===== src/hw/rtl/tmfs_pkg.sv =====
// ----------------------------------------------------------------------------
// tmfs_pkg
// Shared constants, command codes and control/status types for the
// two-machine flow shop search unit.
// ----------------------------------------------------------------------------
package tmfs_pkg;

  localparam int MAX_JOBS_DEF  = 8;
  localparam int TIME_BITS_DEF = 16;

  localparam int IN_TIME_W   = 16;
  localparam int JOB_ID_W    = 4;
  localparam int MAKESPAN_W  = 21;
  localparam int S_DATA_W    = 32;
  localparam int M_DATA_W    = 32;
  localparam int MAKESPAN_MAX = 2097151;

  localparam int OP_W = 4;
  localparam logic [OP_W-1:0] OP_NONE  = 4'd0;
  localparam logic [OP_W-1:0] OP_LOAD  = 4'd1;
  localparam logic [OP_W-1:0] OP_INIT  = 4'd2;
  localparam logic [OP_W-1:0] OP_SKIP  = 4'd3;
  localparam logic [OP_W-1:0] OP_PUSH  = 4'd4;
  localparam logic [OP_W-1:0] OP_POP   = 4'd5;
  localparam logic [OP_W-1:0] OP_LEAF  = 4'd6;
  localparam logic [OP_W-1:0] OP_NEXT  = 4'd7;
  localparam logic [OP_W-1:0] OP_CLEAR = 4'd8;

  typedef struct packed {
    logic [OP_W-1:0] op;
  } cmd_t;

  typedef struct packed {
    logic at_leaf;
    logic cursor_end;
    logic depth_zero;
    logic cand_take;
    logic emit_last;
  } status_t;

endpackage


===== src/hw/rtl/tmfs_ctrl.sv =====
// ----------------------------------------------------------------------------
// tmfs_ctrl
// Sequencer: load jobs, run the branch-and-bound walk, emit the best order.
// ----------------------------------------------------------------------------
module tmfs_ctrl (
  input  logic              clk,
  input  logic              rst,
  input  logic              s_tvalid,
  output logic              s_tready,
  input  logic              s_tlast,
  output logic              m_tvalid,
  input  logic              m_tready,
  input  tmfs_pkg::status_t status,
  output tmfs_pkg::cmd_t    cmd
);
  import tmfs_pkg::*;

  localparam logic [1:0] ST_LOAD = 2'd0;
  localparam logic [1:0] ST_INIT = 2'd1;
  localparam logic [1:0] ST_SCAN = 2'd2;
  localparam logic [1:0] ST_EMIT = 2'd3;

  logic [1:0] state;
  logic [1:0] state_next;

  always_ff @(posedge clk) begin
    if (rst) begin
      state <= ST_LOAD;
    end else begin
      state <= state_next;
    end
  end

  always_comb begin
    state_next = state;
    cmd.op     = OP_NONE;
    s_tready   = 1'b0;
    m_tvalid   = 1'b0;
    unique case (state)
      ST_LOAD: begin
        s_tready = 1'b1;
        if (s_tvalid) begin
          cmd.op = OP_LOAD;
          if (s_tlast) state_next = ST_INIT;
        end
      end
      ST_INIT: begin
        cmd.op     = OP_INIT;
        state_next = ST_SCAN;
      end
      ST_SCAN: begin
        if (status.at_leaf) begin
          cmd.op = OP_LEAF;
        end else if (status.cursor_end) begin
          if (status.depth_zero) state_next = ST_EMIT;
          else cmd.op = OP_POP;
        end else if (status.cand_take) begin
          cmd.op = OP_PUSH;
        end else begin
          cmd.op = OP_SKIP;
        end
      end
      ST_EMIT: begin
        m_tvalid = 1'b1;
        if (m_tready) begin
          if (status.emit_last) begin
            cmd.op     = OP_CLEAR;
            state_next = ST_LOAD;
          end else begin
            cmd.op = OP_NEXT;
          end
        end
      end
      default: state_next = ST_LOAD;
    endcase
  end

endmodule


===== src/hw/rtl/tmfs_datapath.sv =====
// ----------------------------------------------------------------------------
// tmfs_datapath
// Job stores, choice and finish-time stacks, used mask, best order.
// ----------------------------------------------------------------------------
module tmfs_datapath #(
  parameter int MAX_JOBS  = tmfs_pkg::MAX_JOBS_DEF,
  parameter int TIME_BITS = tmfs_pkg::TIME_BITS_DEF
) (
  input  logic                            clk,
  input  logic                            rst,
  input  tmfs_pkg::cmd_t                  cmd,
  output tmfs_pkg::status_t               status,
  input  logic [tmfs_pkg::IN_TIME_W-1:0]  fill_time,
  input  logic [tmfs_pkg::IN_TIME_W-1:0]  cork_time,
  output logic [tmfs_pkg::JOB_ID_W-1:0]   job_id,
  output logic [tmfs_pkg::MAKESPAN_W-1:0] makespan,
  output logic                            last_place
);
  import tmfs_pkg::*;

  localparam int IDX_BITS = (MAX_JOBS > 1) ? $clog2(MAX_JOBS) : 1;
  localparam int CNT_BITS = $clog2(MAX_JOBS + 1);
  localparam int FIN_BITS = TIME_BITS + $clog2(2 * MAX_JOBS);
  localparam int CMP_BITS = (FIN_BITS > MAKESPAN_W) ? FIN_BITS : MAKESPAN_W;

  logic [TIME_BITS-1:0] fill_store [MAX_JOBS];
  logic [TIME_BITS-1:0] cork_store [MAX_JOBS];
  logic [IDX_BITS-1:0]  choice     [MAX_JOBS];
  logic [IDX_BITS-1:0]  best_order [MAX_JOBS];
  logic [FIN_BITS-1:0]  ff_stack   [MAX_JOBS + 1];
  logic [FIN_BITS-1:0]  cf_stack   [MAX_JOBS + 1];

  logic [CNT_BITS-1:0] count;
  logic [CNT_BITS-1:0] depth;
  logic [CNT_BITS-1:0] cursor;
  logic [CNT_BITS-1:0] emit_k;
  logic [MAX_JOBS-1:0] used;
  logic [FIN_BITS-1:0] best;
  logic                found;

  logic [IDX_BITS-1:0] idx;
  logic [CNT_BITS-1:0] depth_m1;
  logic [IDX_BITS-1:0] back_idx;
  logic [FIN_BITS-1:0] ff_top;
  logic [FIN_BITS-1:0] cf_top;
  logic [FIN_BITS-1:0] ff_cand;
  logic [FIN_BITS-1:0] cf_start;
  logic [FIN_BITS-1:0] cf_cand;
  logic [CMP_BITS-1:0] best_ext;
  logic                leaf_better;

  assign idx      = cursor[IDX_BITS-1:0];
  assign depth_m1 = depth - CNT_BITS'(1);
  assign back_idx = choice[depth_m1[IDX_BITS-1:0]];
  assign ff_top   = ff_stack[depth];
  assign cf_top   = cf_stack[depth];
  assign ff_cand  = ff_top + FIN_BITS'(fill_store[idx]);
  assign cf_start = (ff_cand > cf_top) ? ff_cand : cf_top;
  assign cf_cand  = cf_start + FIN_BITS'(cork_store[idx]);
  assign leaf_better = !found || (cf_top < best);

  assign status.at_leaf    = (depth >= count);
  assign status.cursor_end = (cursor >= count);
  assign status.depth_zero = (depth == '0);
  assign status.cand_take  = !used[idx] && (!found || (cf_cand < best));
  assign status.emit_last  = (emit_k == depth_m1) || (emit_k == count - CNT_BITS'(1));

  assign best_ext   = CMP_BITS'(best);
  assign job_id     = JOB_ID_W'(best_order[emit_k[IDX_BITS-1:0]]) + JOB_ID_W'(1);
  assign makespan   = (best_ext > CMP_BITS'(MAKESPAN_MAX)) ? MAKESPAN_W'(MAKESPAN_MAX)
                                                           : MAKESPAN_W'(best_ext);
  assign last_place = (emit_k == count - CNT_BITS'(1));

  always_ff @(posedge clk) begin
    if (cmd.op == OP_LOAD && count < CNT_BITS'(MAX_JOBS)) begin
      fill_store[count[IDX_BITS-1:0]] <= TIME_BITS'(fill_time);
      cork_store[count[IDX_BITS-1:0]] <= TIME_BITS'(cork_time);
    end
    if (cmd.op == OP_INIT) begin
      ff_stack[0] <= '0;
      cf_stack[0] <= '0;
    end
    if (cmd.op == OP_PUSH) begin
      choice[depth[IDX_BITS-1:0]] <= idx;
      ff_stack[depth + CNT_BITS'(1)] <= ff_cand;
      cf_stack[depth + CNT_BITS'(1)] <= cf_cand;
    end
    if (cmd.op == OP_LEAF && leaf_better) begin
      best_order <= choice;
    end
  end

  always_ff @(posedge clk) begin
    if (rst) begin
      count  <= '0;
      depth  <= '0;
      cursor <= '0;
      emit_k <= '0;
      used   <= '0;
      best   <= '0;
      found  <= 1'b0;
    end else begin
      case (cmd.op) inside
        OP_LOAD: begin
          if (count < CNT_BITS'(MAX_JOBS)) count <= count + CNT_BITS'(1);
        end
        OP_INIT: begin
          depth  <= '0;
          cursor <= '0;
          emit_k <= '0;
          used   <= '0;
          best   <= '0;
          found  <= 1'b0;
        end
        OP_SKIP: cursor <= cursor + CNT_BITS'(1);
        OP_PUSH: begin
          used[idx] <= 1'b1;
          depth     <= depth + CNT_BITS'(1);
          cursor    <= '0;
        end
        OP_LEAF, OP_POP: begin
          if (cmd.op == OP_LEAF && leaf_better) begin
            found <= 1'b1;
            best  <= cf_top;
          end
          depth          <= depth_m1;
          cursor         <= CNT_BITS'(back_idx) + CNT_BITS'(1);
          used[back_idx] <= 1'b0;
        end
        OP_NEXT: emit_k <= emit_k + CNT_BITS'(1);
        OP_CLEAR: begin
          count  <= '0;
          depth  <= '0;
          cursor <= '0;
          emit_k <= '0;
          used   <= '0;
          best   <= '0;
          found  <= 1'b0;
        end
        default: ;
      endcase
    end
  end

  a_depth_bound: assert property (@(posedge clk) disable iff (rst)
    depth <= count) else $error("search depth beyond job count");

  a_mask_depth: assert property (@(posedge clk) disable iff (rst)
    $countones(used) == int'(depth)) else $error("used mask out of step with depth");

  a_push_depth: assert property (@(posedge clk) disable iff (rst)
    cmd.op == OP_PUSH |=> depth == $past(depth) + CNT_BITS'(1))
    else $error("push did not advance depth");

endmodule


===== src/hw/rtl/two_machine_flow_shop_search_unit.sv =====
// ----------------------------------------------------------------------------
// two_machine_flow_shop_search_unit
// Loads jobs one beat per cycle; the beat with tlast starts a depth-first
// branch-and-bound search. Search: a setup step, then for each job slot
// scanned a skip or a push, a step per pop or leaf, and a step to leave.
// Results then stream out one beat per accepted cycle, one beat per stored
// job; no input is taken during search or output. Synchronous active-high
// reset clears the control state and counters; job stores are not reset.
// ----------------------------------------------------------------------------
module two_machine_flow_shop_search_unit #(
  parameter int MAX_JOBS  = tmfs_pkg::MAX_JOBS_DEF,
  parameter int TIME_BITS = tmfs_pkg::TIME_BITS_DEF
) (
  input  logic                          clk,
  input  logic                          rst,
  input  logic                          s_tvalid,
  output logic                          s_tready,
  input  logic [tmfs_pkg::S_DATA_W-1:0] s_tdata,  // fill_time[15:0], cork_time[31:16]
  input  logic                          s_tlast,  // last_job
  output logic                          m_tvalid,
  input  logic                          m_tready,
  output logic [tmfs_pkg::M_DATA_W-1:0] m_tdata,  // job_id[3:0], makespan[24:4], zero pad
  output logic                          m_tlast   // last_place
);
  import tmfs_pkg::*;

  cmd_t    cmd;
  status_t status;
  logic [JOB_ID_W-1:0]   job_id;
  logic [MAKESPAN_W-1:0] makespan;

  tmfs_ctrl u_ctrl (
    .clk      (clk),
    .rst      (rst),
    .s_tvalid (s_tvalid),
    .s_tready (s_tready),
    .s_tlast  (s_tlast),
    .m_tvalid (m_tvalid),
    .m_tready (m_tready),
    .status   (status),
    .cmd      (cmd)
  );

  tmfs_datapath #(
    .MAX_JOBS  (MAX_JOBS),
    .TIME_BITS (TIME_BITS)
  ) u_datapath (
    .clk        (clk),
    .rst        (rst),
    .cmd        (cmd),
    .status     (status),
    .fill_time  (s_tdata[IN_TIME_W-1:0]),
    .cork_time  (s_tdata[2*IN_TIME_W-1:IN_TIME_W]),
    .job_id     (job_id),
    .makespan   (makespan),
    .last_place (m_tlast)
  );

  assign m_tdata = {{(M_DATA_W - JOB_ID_W - MAKESPAN_W){1'b0}}, makespan, job_id};

endmodule


===== config.mk =====
export PLATFORM = sky130hd
export DESIGN_NAME = two_machine_flow_shop_search_unit
export DESIGN_NICKNAME = d
export VERILOG_FILES = /design/src/hw/rtl/tmfs_pkg.sv /design/src/hw/rtl/tmfs_ctrl.sv /design/src/hw/rtl/tmfs_datapath.sv /design/src/hw/rtl/two_machine_flow_shop_search_unit.sv
export SDC_FILE = /design/constraint.sdc
export NUM_CORES = 1
export LEC_CHECK = 0
export ABC_AREA = 0
export BUFFER_PORTS_ARGS = -buffer_cell sky130_fd_sc_hd__buf_4
export CORE_MARGIN = 2
export CORE_UTILIZATION = 30
export DETAILED_ROUTE_END_ITERATION = 7
export GPL_TIMING_DRIVEN = 0
export PLACE_DENSITY = 0.49
export SLEW_MARGIN = 20
export SYNTH_ARGS = -nofsm -noshare
export SYNTH_HDL_FRONTEND = slang
export SYNTH_SLANG_ARGS = --single-unit

===== constraint.sdc =====
create_clock -name clk -period 38.5 [get_ports clk]
set_clock_uncertainty 0.1 [all_clocks]
set_input_delay 3.85 -clock clk [delete_from_list [all_inputs] [get_ports clk]]
set_output_delay 3.85 -clock clk [all_outputs]
set_load 0.01 [all_outputs]

==> results of run 1 <==
==> registers in the layout, indices dropped and copies added (netlist names), named ones only <==
| name | count |
|---|---|
| u_datapath.emit_k | 4 |
| u_datapath.best | 20 |
| u_datapath.depth | 4 |
| u_datapath.choice | 24 |
| u_datapath.cursor | 4 |
| u_ctrl.state | 2 |
| u_datapath.fill_store | 128 |
| u_datapath.cf_stack | 180 |
| u_datapath.found | 1 |
| u_datapath.count | 4 |
| u_datapath.used | 8 |
| u_datapath.best_order | 24 |
| u_datapath.cork_store | 128 |
| u_datapath.ff_stack | 180 |
==> how the worst max path moves through the flow <==
stage                     startpoint                           to  slack (ns)  cells past startpoint
after floorplan            flip-flop    u_datapath.cf_stack[0][0]       23.99                     50
after global placement     flip-flop   u_datapath.ff_stack[0][14]       15.71                     45
after detailed placement   flip-flop  u_datapath.fill_store[1][4]       22.09                     49
after CTS                  flip-flop  u_datapath.fill_store[1][5]       21.99                     49
after global routing       flip-flop  u_datapath.fill_store[1][5]       20.96                     49
final                      flip-flop  u_datapath.fill_store[1][9]       22.15                     49
==> worst max-delay path, delay by kind of cell, from the launching register on <==
| family | cells | cell delay [ns] |
|---|---|---|
| compound gates | 17 | 5.30 |
| xor+xnor | 2 | 0.62 |
| fa+ha+maj | 4 | 1.40 |
| buf+inv | 12 | 5.24 |
| flops | 1 | 0.30 |
| mux | 3 | 0.64 |
| simple gates | 11 | 2.37 |
==> cells in the final DEF, fill, tap and decap left out, types with 54 or more instances in the layout <==
master and n:
edfxtp_1 664, nor2_1 115, mux4_2 156, clkbuf_16 85, clkbuf_1 62, dfxtp_1 54, inv_1 84, nand2_1 88
mux2i_1 70, ha_1 109, a21oi_1 80, o21ai_0 56, buf_4 96
==> area by class of cell <==
| cell class | count | area (µm²) | area share |
|---|---|---|---|
| Buffer | 90 | 408 | 0.0109 |
| Clock buffer | 103 | 2210 | 0.0594 |
| Clock inverter | 43 | 473 | 0.0127 |
| Inverter | 87 | 327 | 0.00876 |
| Multi-Input combinational cell | 1039 | 10000 | 0.269 |
| Sequential cell | 718 | 21000 | 0.564 |
| Tap cell | 1391 | 1740 | 0.0467 |
| Timing Repair Buffer | 113 | 1080 | 0.0290 |
==> through the flow <==
step | setup WS, ns | instances | area [µm²] | hold WS (ns)
2_1_floorplan | 23.99 | 1934 | 31600 | 0.321
3_3_place_gp | 15.71 | 3388 | 33900 | 0.326
3_5_place_dp | 22.09 | 3438 | 34600 | 0.333
4_1_cts | 21.99 | 3584 | 37300 | 0.346
5_1_grt | 20.96 | 3584 | 37300 | 0.359
6_report | 22.15 | 3584 | 37300 | 0.340
==> kinds of logic after synthesis <==
kind of cell             after synthesis  synth area share
flip-flops                           718             0.665
AND/OR/NAND/NOR                      334            0.0496
AO/OA/AOI/OAI                        267            0.0553
multiplexers                         265             0.147
buffers and inverters                177            0.0232
adder cells (fa/ha/maj)              115            0.0457
XOR/XNOR                              50            0.0141
other                                  1          0.000119
==> layer usage <==
| metal | track usage | wire length [µm] | up-vias |
|---|---|---|---|
| li1 | - | - | 7977 |
| met1 | 0.196 | 35100 | 9024 |
| met3 | 0.0279 | 3790 | 130 |
| met5 | 0 | 37 | - |
| met2 | 0.246 | 38700 | 421 |
| met4 | 0.0487 | 2170 | 6 |
==> flow_summary_export.csv, run 1 <==
group,metric,value,unit
timing,layout_min_cycle_time,16.35,ns
timing,slew-limit-headroom,0.296,
clock_network,cts.sinks,718,
critical_path,start_kind,"flip-flop",
drt,avgRoutedWirePerCell,22.3,µm
critical_path,crit_path_max_incr_delay,0.70,ns
die,die_y,329,µm
drt,ant_nets,0,
drt,drtPass1Iterations,6,
die,die_x,329,µm
place,gp_congestion,0.860,
yosys,synth-warning-count,0,
cells_and_area,areaGrowthSynthToFinish,17.9,%
yosys,yosys-top-cells-area,"edfxtp_1 (63%), mux4_2 (11%), ha_1 (4.3%)",
yosys,ys_seq_area_frac,0.665,
critical_path,worstPathArrival,16.60,ns
yosys,synth_top_area_cell,"edfxtp_1",
critical_path,r2r_setup_slack,22.15,ns
cells_and_area,fin_nets,2276,
critical_path,r2r-end,"u_datapath.fill_store[1][9]",
clock_network,postCtsSetupBuffers,0,
drt,vias,17600,
timing,slew_viol_final,0,
critical_path,cp-end-kind,"flip-flop",
clock_network,cts.path.max_buffers,3,
place,port_buffers,63,
critical_path,reg2reg_depth,49,
critical_path,path_class,"flip-flop to flip-flop",
hold_path,holdPathEnd,"u_datapath.best_order[7]",
global_route,grt_overflow,0,
critical_path,critPathRequiredTime,38.75,ns
drt,drc_errors,0,
run,maxCapViolCount,0,
yosys,ys_types,81,
yosys,synth_cells,1927,
yosys,avgSynthCellArea,16.4,µm²
timing,setup_viol,0,
yosys,synth_edf_count,664,
timing,setup_tns,0,ns
die,row_count,119,
timing,rsz0062_at_grt,"no",
yosys,yosysTopAreaCellShare,0.631,
drt,viasPerCell,4.90,
timing,tightest_slew,1.06,ns
timing,hold_viol,0,
yosys,ys_seq_elements,718,
place,dp.final_hpwl,57.9,mm
yosys,netlist_area,0.0316,mm²
clock_network,cts_tree,"yes",
clock_network,clk-insertion-delay-late,0.66,ns
clock_network,cts_root_buf,"clkbuf_16",
global_route,grt_pass1_vias,18100,
yosys,synth_most_common_cell,"edfxtp_1",
yosys,ys_async_sr_fraction,0,
hold_path,hold_path_depth,0,
hold_path,hold_class,"flip-flop to flip-flop",
cells_and_area,fillers,9901,
outcome,status,"finished clean",
drt,wl,79.9,mm
clock_network,postCtsHoldBufs,0,
drt,drt_iter0_drc,1301,
critical_path,cp_max_fo,10,
clock_network,numCtsBuffers,79,
global_route,antenna_found_initial,7,
global_route,grtUsageTotal,0.148,
yosys,ys.flop_type,"edfxtp_1",
global_route,grt_max_degree,27,
timing,fmax,0.0612,GHz
cells_and_area,layout-drive-gt1-share,0.225,
yosys,synth_common_cells,"edfxtp_1 (664), mux4_2 (156), nor2_1 (123), ha_1 (109), nand2_1 (88)",
cells_and_area,diodes,0,
clock_network,cts_resized,0,
die,die-area,0.108,mm²
die,core,0.105,mm²
hold_path,hold_start,"u_datapath.choice[7]",
die,ios,72,
die,initial_utilization,0.301,
global_route,grt_pass1_wl,118,mm
clock_network,clkSlewWorstSetupHoldPaths,0.06,ns
timing,period_share,0.425,
critical_path,critPathSlowestCell,"clkbuf_1",
critical_path,critPathMostFrequentCell,"clkbuf_1",
clock_network,cts_max_level,3,
cells_and_area,post-route-util,0.355,
Power of run 1 is not shown: default switching activity piles up to over one toggle a cycle in this logic, so the estimate is an artifact.
==> run 2: changes to the inputs <==
--- a/config.mk
+++ b/config.mk
@@ -5,7 +5,7 @@
 export SDC_FILE = /design/constraint.sdc
 export NUM_CORES = 1
 export LEC_CHECK = 0
-export ABC_AREA = 0
+export ABC_AREA = 1
 export BUFFER_PORTS_ARGS = -buffer_cell sky130_fd_sc_hd__buf_4
 export CORE_MARGIN = 2
 export CORE_UTILIZATION = 30
==> constraint.sdc (replaced) <==
create_clock -name clk -period 16.1 [get_ports clk]
set_clock_uncertainty 0.1 [all_clocks]
set_input_delay 1.61 -clock clk [delete_from_list [all_inputs] [get_ports clk]]
set_output_delay 1.61 -clock clk [all_outputs]
set_load 0.01 [all_outputs]
==> run 2 against run 1 <==
  * Utilization shrank 0.24 points
  * Synthesized area grew 3.3%
  * Via count grew 26%
  * Sequential share of layout area shrank 1.4 points
  * Critical path depth grew 21
==> flow_summary_export.csv, run 2 <==
group,metric,value,unit
yosys,synth_top_area_cell,"edfxtp_1",
die,die-area,0.112,mm²
drt,vias,22200,
yosys,synth_common_cells,"edfxtp_1 (664), nor2_1 (357), o21ai_0 (323), nand2_1 (284), inv_1 (266)",
clock_network,cts_resized,0,
yosys,ys_seq_area_frac,0.644,
die,die_x,334,µm
global_route,grt_pass1_wl,140,mm
critical_path,critPathRequiredTime,16.34,ns
clock_network,postCtsHoldBufs,0,
clock_network,clkSlewWorstSetupHoldPaths,0.05,ns
yosys,synth_edf_count,664,
cells_and_area,final_cell_mix,"edfxtp_1 (664), nor2_1 (348), o21ai_0 (322)",
clock_network,cts_root_buf,"clkbuf_16",
timing,fmax,0.0703,GHz
yosys,ys.flop_type,"edfxtp_1",
drt,ant_nets,0,
cells_and_area,post-route-util,0.353,
cells_and_area,layout_commonest_cell,"edfxtp_1",
yosys,yosysTopAreaCellShare,0.611,
outcome,status,"finished clean",
critical_path,worstPathArrival,14.46,ns
critical_path,cp-end-kind,"flip-flop",
cells_and_area,diodes,0,
cells_and_area,areaGrowthSynthToFinish,17.1,%
place,place_area,0.0357,mm²
global_route,grt_max_degree,34,
cells_and_area,fillers,10800,
clock_network,clk-insertion-delay-late,0.64,ns
drt,drt_iter0_drc,1738,
yosys,ys_seq_elements,718,
timing,slew-limit-headroom,0.284,
critical_path,crit_path_max_incr_delay,0.62,ns
clock_network,postCtsSetupBuffers,0,
drt,viasPerCell,4.84,
clock_network,cts.path.max_buffers,3,
drt,drc_errors,0,
critical_path,critPathSlowestCell,"buf_1",
yosys,ys_async_sr_fraction,0,
die,initial_utilization,0.301,
critical_path,path_class,"flip-flop to flip-flop",
clock_network,cts_tree,"yes",
critical_path,critPathMostFrequentCell,"nand2_1",
hold_path,hold_class,"flip-flop to flip-flop",
yosys,synth_cells,2889,
cells_and_area,fin_nets,3249,
yosys,synth_most_common_cell,"edfxtp_1",
yosys,yosys-top-cells-area,"edfxtp_1 (61%), o21ai_0 (5.0%), ha_1 (4.2%)",
timing,hold_viol,0,
timing,period_share,0.883,
place,port_buffers,63,
place,dp.final_hpwl,66.9,mm
cells_and_area,layout-drive-gt1-share,0.116,
timing,rsz0062_at_grt,"no",
clock_network,numCtsBuffers,81,
yosys,ys_types,52,
run,maxCapViolCount,0,
global_route,grt_overflow,0,
die,die_y,334,µm
place,gp_congestion,0.857,
die,row_count,121,
drt,drtPass1Iterations,5,
timing,layout_min_cycle_time,14.22,ns
clock_network,cts_max_level,3,
cells_and_area,largestRegisters,"u_datapath.cf_stack (180), u_datapath.ff_stack (180)",
drt,avgRoutedWirePerCell,20.6,µm
global_route,grt_pass1_vias,21600,
die,core,0.108,mm²
global_route,antenna_found_initial,1,
drt,wl,94.1,mm
yosys,avgSynthCellArea,11.3,µm²
yosys,netlist_area,0.0327,mm²
die,ios,72,
yosys,synth-warning-count,0,
global_route,grtUsageTotal,0.167,
timing,slew_viol_final,0,
cells_and_area,final_cell_area,0.0382,mm²
critical_path,start_kind,"flip-flop",
timing,setup_viol,0,
clock_network,cts.sinks,718,
critical_path,cp_max_fo,10,
timing,tightest_slew,1.06,ns
[run 2: cell types whose count changed in the layout (fill, tap and decap cells not counted), sizes merged, moves of 24 or more]
cell,change
a21oi,+110
a31oi,+29
buf,+24
clkbuf,+41
inv,+189
mux2,-39
mux4,-156
nand2,+223
nand3,+63
nor2,+239
o211ai,+81
o21ai,+269
o22ai,+43
[run 2: critical path: cells and delay by family (launching register included)]
family | cells | cell delay (ns)
simple gates | 36 | 4.58
compound gates | 13 | 2.58
xor+xnor | 1 | 0.54
fa+ha+maj | 4 | 1.22
flops | 1 | 0.41
buf+inv | 16 | 4.44
[run 2: metrics by stage]
step | cells | TNS (ns) | setup slack [ns] | hold WS (ns)
after floorplan | 2896 | 0 | 3.93 | 0.321
after global placement | 4373 | -620.92 | -2.96 | 0.329
after detailed placement | 4432 | 0 | 2.02 | 0.329
after CTS | 4574 | 0 | 1.97 | 0.346
after global routing | 4574 | 0 | 0.432 | 0.361
final | 4574 | 0 | 1.88 | 0.344
[run 2: layer usage]
layer  vias to the layer above  global-route usage  share of wire
met5                         -                   0              0
met4                         0              0.0536          0.032
met3                       141              0.0245          0.044
met2                       500               0.274           0.47
met1                     10800               0.226           0.46
li1                      10700                   -              -
[run 2: final timing paths]
path / startpoint / endpoint / slack, ns / depth (start not counted)
setup / recovery: flip-flop / u_datapath.ff_stack[1][10] / 1.88 / 70
hold / removal: u_datapath.choice[16] / u_datapath.best_order[16] / 0.34 / 0
setup reg to reg: flip-flop / u_datapath.ff_stack[1][10] / 1.88 / 70
hold reg to reg: u_datapath.choice[16] / u_datapath.best_order[16] / 0.34 / 0
[run 2: cell type report]
type	count	area, µm²	share of cell area
Buffer	147	667	0.0174
Multi-Input combinational cell	1751	10100	0.263
Sequential cell	718	21000	0.550
Timing Repair Buffer	122	1180	0.0309
Tap cell	1414	1770	0.0463
Clock buffer	102	2130	0.0556
Clock inverter	40	368	0.00962
Inverter	280	1050	0.0275
[run 2: logic make-up after synthesis]
family | Yosys count | synth area share
AND/OR/NAND/NOR | 803 | 0.103
buffers and inverters | 427 | 0.0526
multiplexers | 74 | 0.0227
other | 1 | 0.000115
XOR/XNOR | 42 | 0.0113
AO/OA/AOI/OAI | 713 | 0.124
flip-flops | 718 | 0.644
adder cells (fa/ha/maj) | 111 | 0.0430
Power of run 2 is left out for the same reason.
==> run 3: changes to the inputs <==
--- a/config.mk
+++ b/config.mk
@@ -11,7 +11,7 @@
 export CORE_UTILIZATION = 30
 export DETAILED_ROUTE_END_ITERATION = 7
 export GPL_TIMING_DRIVEN = 0
-export PLACE_DENSITY = 0.49
+export PLACE_DENSITY = 0.51
 export SLEW_MARGIN = 20
 export SYNTH_ARGS = -nofsm -noshare
 export SYNTH_HDL_FRONTEND = slang
==> constraint.sdc (replaced) <==
create_clock -name clk -period 11.8 [get_ports clk]
set_clock_uncertainty 0.1 [all_clocks]
set_input_delay 0.59 -clock clk [delete_from_list [all_inputs] [get_ports clk]]
set_output_delay 0.59 -clock clk [all_outputs]
set_load 0.01 [all_outputs]
==> run 3 against run 2 <==
  * Sequential share of layout area is 1.4 points lower
  * Global-route usage shrank 0.23 points
  * Maximum frequency is 28% higher
  * First-iteration DRC count increased by 11%
  * Clock-buffer cell count fell by 1
  * Sequential cell count stayed put
  * Hold slack worse by 0.26 ns
  * Setup slack lost 1.2 ns
  * Via count up 1.5%
  * Cell count increased by 1.2%
  * Routed wire length fell by 0.52%
  * Critical path type unchanged
  * Critical endpoint is now u_datapath.ff_stack[5][10]
  * Highest routed layer unchanged
==> flow_summary_export.csv, run 3 (same netlist as run 2, synthesis figures left out) <==
group,metric,value,unit
cells_and_area,layout_commonest_cell,"edfxtp_1",
die,ios,72,
clock_network,cts.sinks,718,
timing,layout_min_cycle_time,11.11,ns
timing,slew-limit-headroom,0.261,
timing,fmax,0.0900,GHz
timing,tightest_slew,1.10,ns
drt,drc_errors,0,
timing,setup_viol,0,
drt,drtPass1Iterations,5,
clock_network,numCtsBuffers,78,
timing,finalWorstSetupSlack,0.687,ns
drt,drt_iter0_drc,1933,
cells_and_area,fin_nets,3300,
run,maxCapViolCount,0,
drt,ant_nets,0,
die,initial_utilization,0.301,
critical_path,critPathMostFrequentCell,"nand2_1",
die,row_count,121,
die,die_y,334,µm
drt,viasPerCell,4.86,
clock_network,clk-insertion-delay-late,0.64,ns
outcome,status,"finished clean",
critical_path,path_class,"flip-flop to flip-flop",
drt,avgRoutedWirePerCell,20.2,µm
critical_path,critPathSlowestCell,"xor2_1",
global_route,antenna_found_initial,2,
critical_path,worstPathArrival,11.34,ns
cells_and_area,final_cell_mix,"edfxtp_1 (664), nor2_1 (345), o21ai_0 (314)",
timing,period_share,0.942,
global_route,grtUsageTotal,0.164,
global_route,grt_max_degree,34,
timing,slew_viol_final,0,
place,gp_congestion,0.835,
hold_path,hold_class,"primary input to flip-flop",
drt,wl,93.6,mm
place,post-place-ws,-2.37,ns
hold_path,hold_start,"s_tdata[31]",
die,die_x,334,µm
place,dp.final_hpwl,65.8,mm
clock_network,cts_tree,"yes",
global_route,grt_pass1_vias,21700,
critical_path,cp_max_fo,10,
clock_network,postCtsHoldBufs,0,
clock_network,cts.path.max_buffers,3,
clock_network,clkSlewWorstSetupHoldPaths,0.06,ns
critical_path,start_kind,"flip-flop",
global_route,grt_overflow,0,
drt,vias,22500,
global_route,grt_pass1_wl,139,mm
die,core,0.108,mm²
cells_and_area,layout-drive-gt1-share,0.158,
timing,hold_viol,0,
critical_path,cp-end-kind,"flip-flop",
cells_and_area,largestRegisters,"u_datapath.cf_stack (180), u_datapath.ff_stack (180)",
place,port_buffers,63,
clock_network,cts_max_level,3,
clock_network,cts_root_buf,"clkbuf_16",
die,die-area,0.112,mm²
critical_path,critPathRequiredTime,12.02,ns
critical_path,crit_path_max_incr_delay,0.58,ns
cells_and_area,areaGrowthSynthToFinish,20.1,%
run 3: cell count changes in the layout (fill, tap and decap cells not counted), sizes merged:
cell,previous run,this run
clkinvlp,2,8
bufinv,3,4
diode,0,2
clkbuf,191,183
clkinv,38,34
buf,180,239
run 3: worst max-delay path, delay by kind of cell (launching register included):
| family | cells | cell delay (ns) |
|---|---|---|
| flops | 1 | 0.42 |
| simple gates | 24 | 2.82 |
| fa+ha+maj | 6 | 1.81 |
| xor+xnor | 2 | 0.85 |
| compound gates | 15 | 2.49 |
| buf+inv | 13 | 2.31 |
run 3: repair_timing:
action                     4_1_cts  5_1_grt
pin swaps                       18       18
setup endpoints to repair     1076     1058
gates resized for setup         93       79
setup buffers                   28       38
gates cloned                     0        2
run 3: stage by stage:
step,hold WS (ns),instances,cell area (µm²),TNS (ns),utilization
after floorplan,0.321,2896,32700,-56.30,-
after global routing,0.0664,4629,39200,-0.839,0.362
after global placement,0.332,4373,34900,-3597.54,0.322
after CTS,0.0532,4590,38600,0,0.356
final,0.0857,4630,39200,0,0.362
after detailed placement,0.328,4426,35700,-1582.99,0.330
run 3: final timing paths:
check	depth (start not counted)	endpoint	slack, ns
setup / recovery	60	u_datapath.ff_stack[5][10]	0.69
hold reg to reg	0	u_datapath.best_order[7]	0.34
hold / removal	1	u_datapath.cork_store[0][15]	0.09
setup reg to reg	60	u_datapath.ff_stack[5][10]	0.69
run 3: metal layers:
| metal | global-route usage | vias to the layer above | share of wire |
|---|---|---|---|
| met5 | 0 | - | 0 |
| met4 | 0.0477 | 0 | 0.027 |
| met3 | 0.0197 | 134 | 0.045 |
| met2 | 0.268 | 584 | 0.47 |
| li1 | - | 10800 | - |
| met1 | 0.229 | 11000 | 0.46 |
run 3: area by class of cell:
type | count | area, µm²
timing repair buffer | 181 | 1750
tap | 1414 | 1770
clock buffer | 101 | 2080
sequential | 718 | 21000
antenna | 2 | 5.00
fill | 10700 | 69200
timing repair inverter | 2 | 10.0
buffer | 140 | 798
multi-input combinational | 1751 | 10400
inverter | 280 | 1060
clock inverter | 41 | 354
Power of run 3 is left out for the same reason.
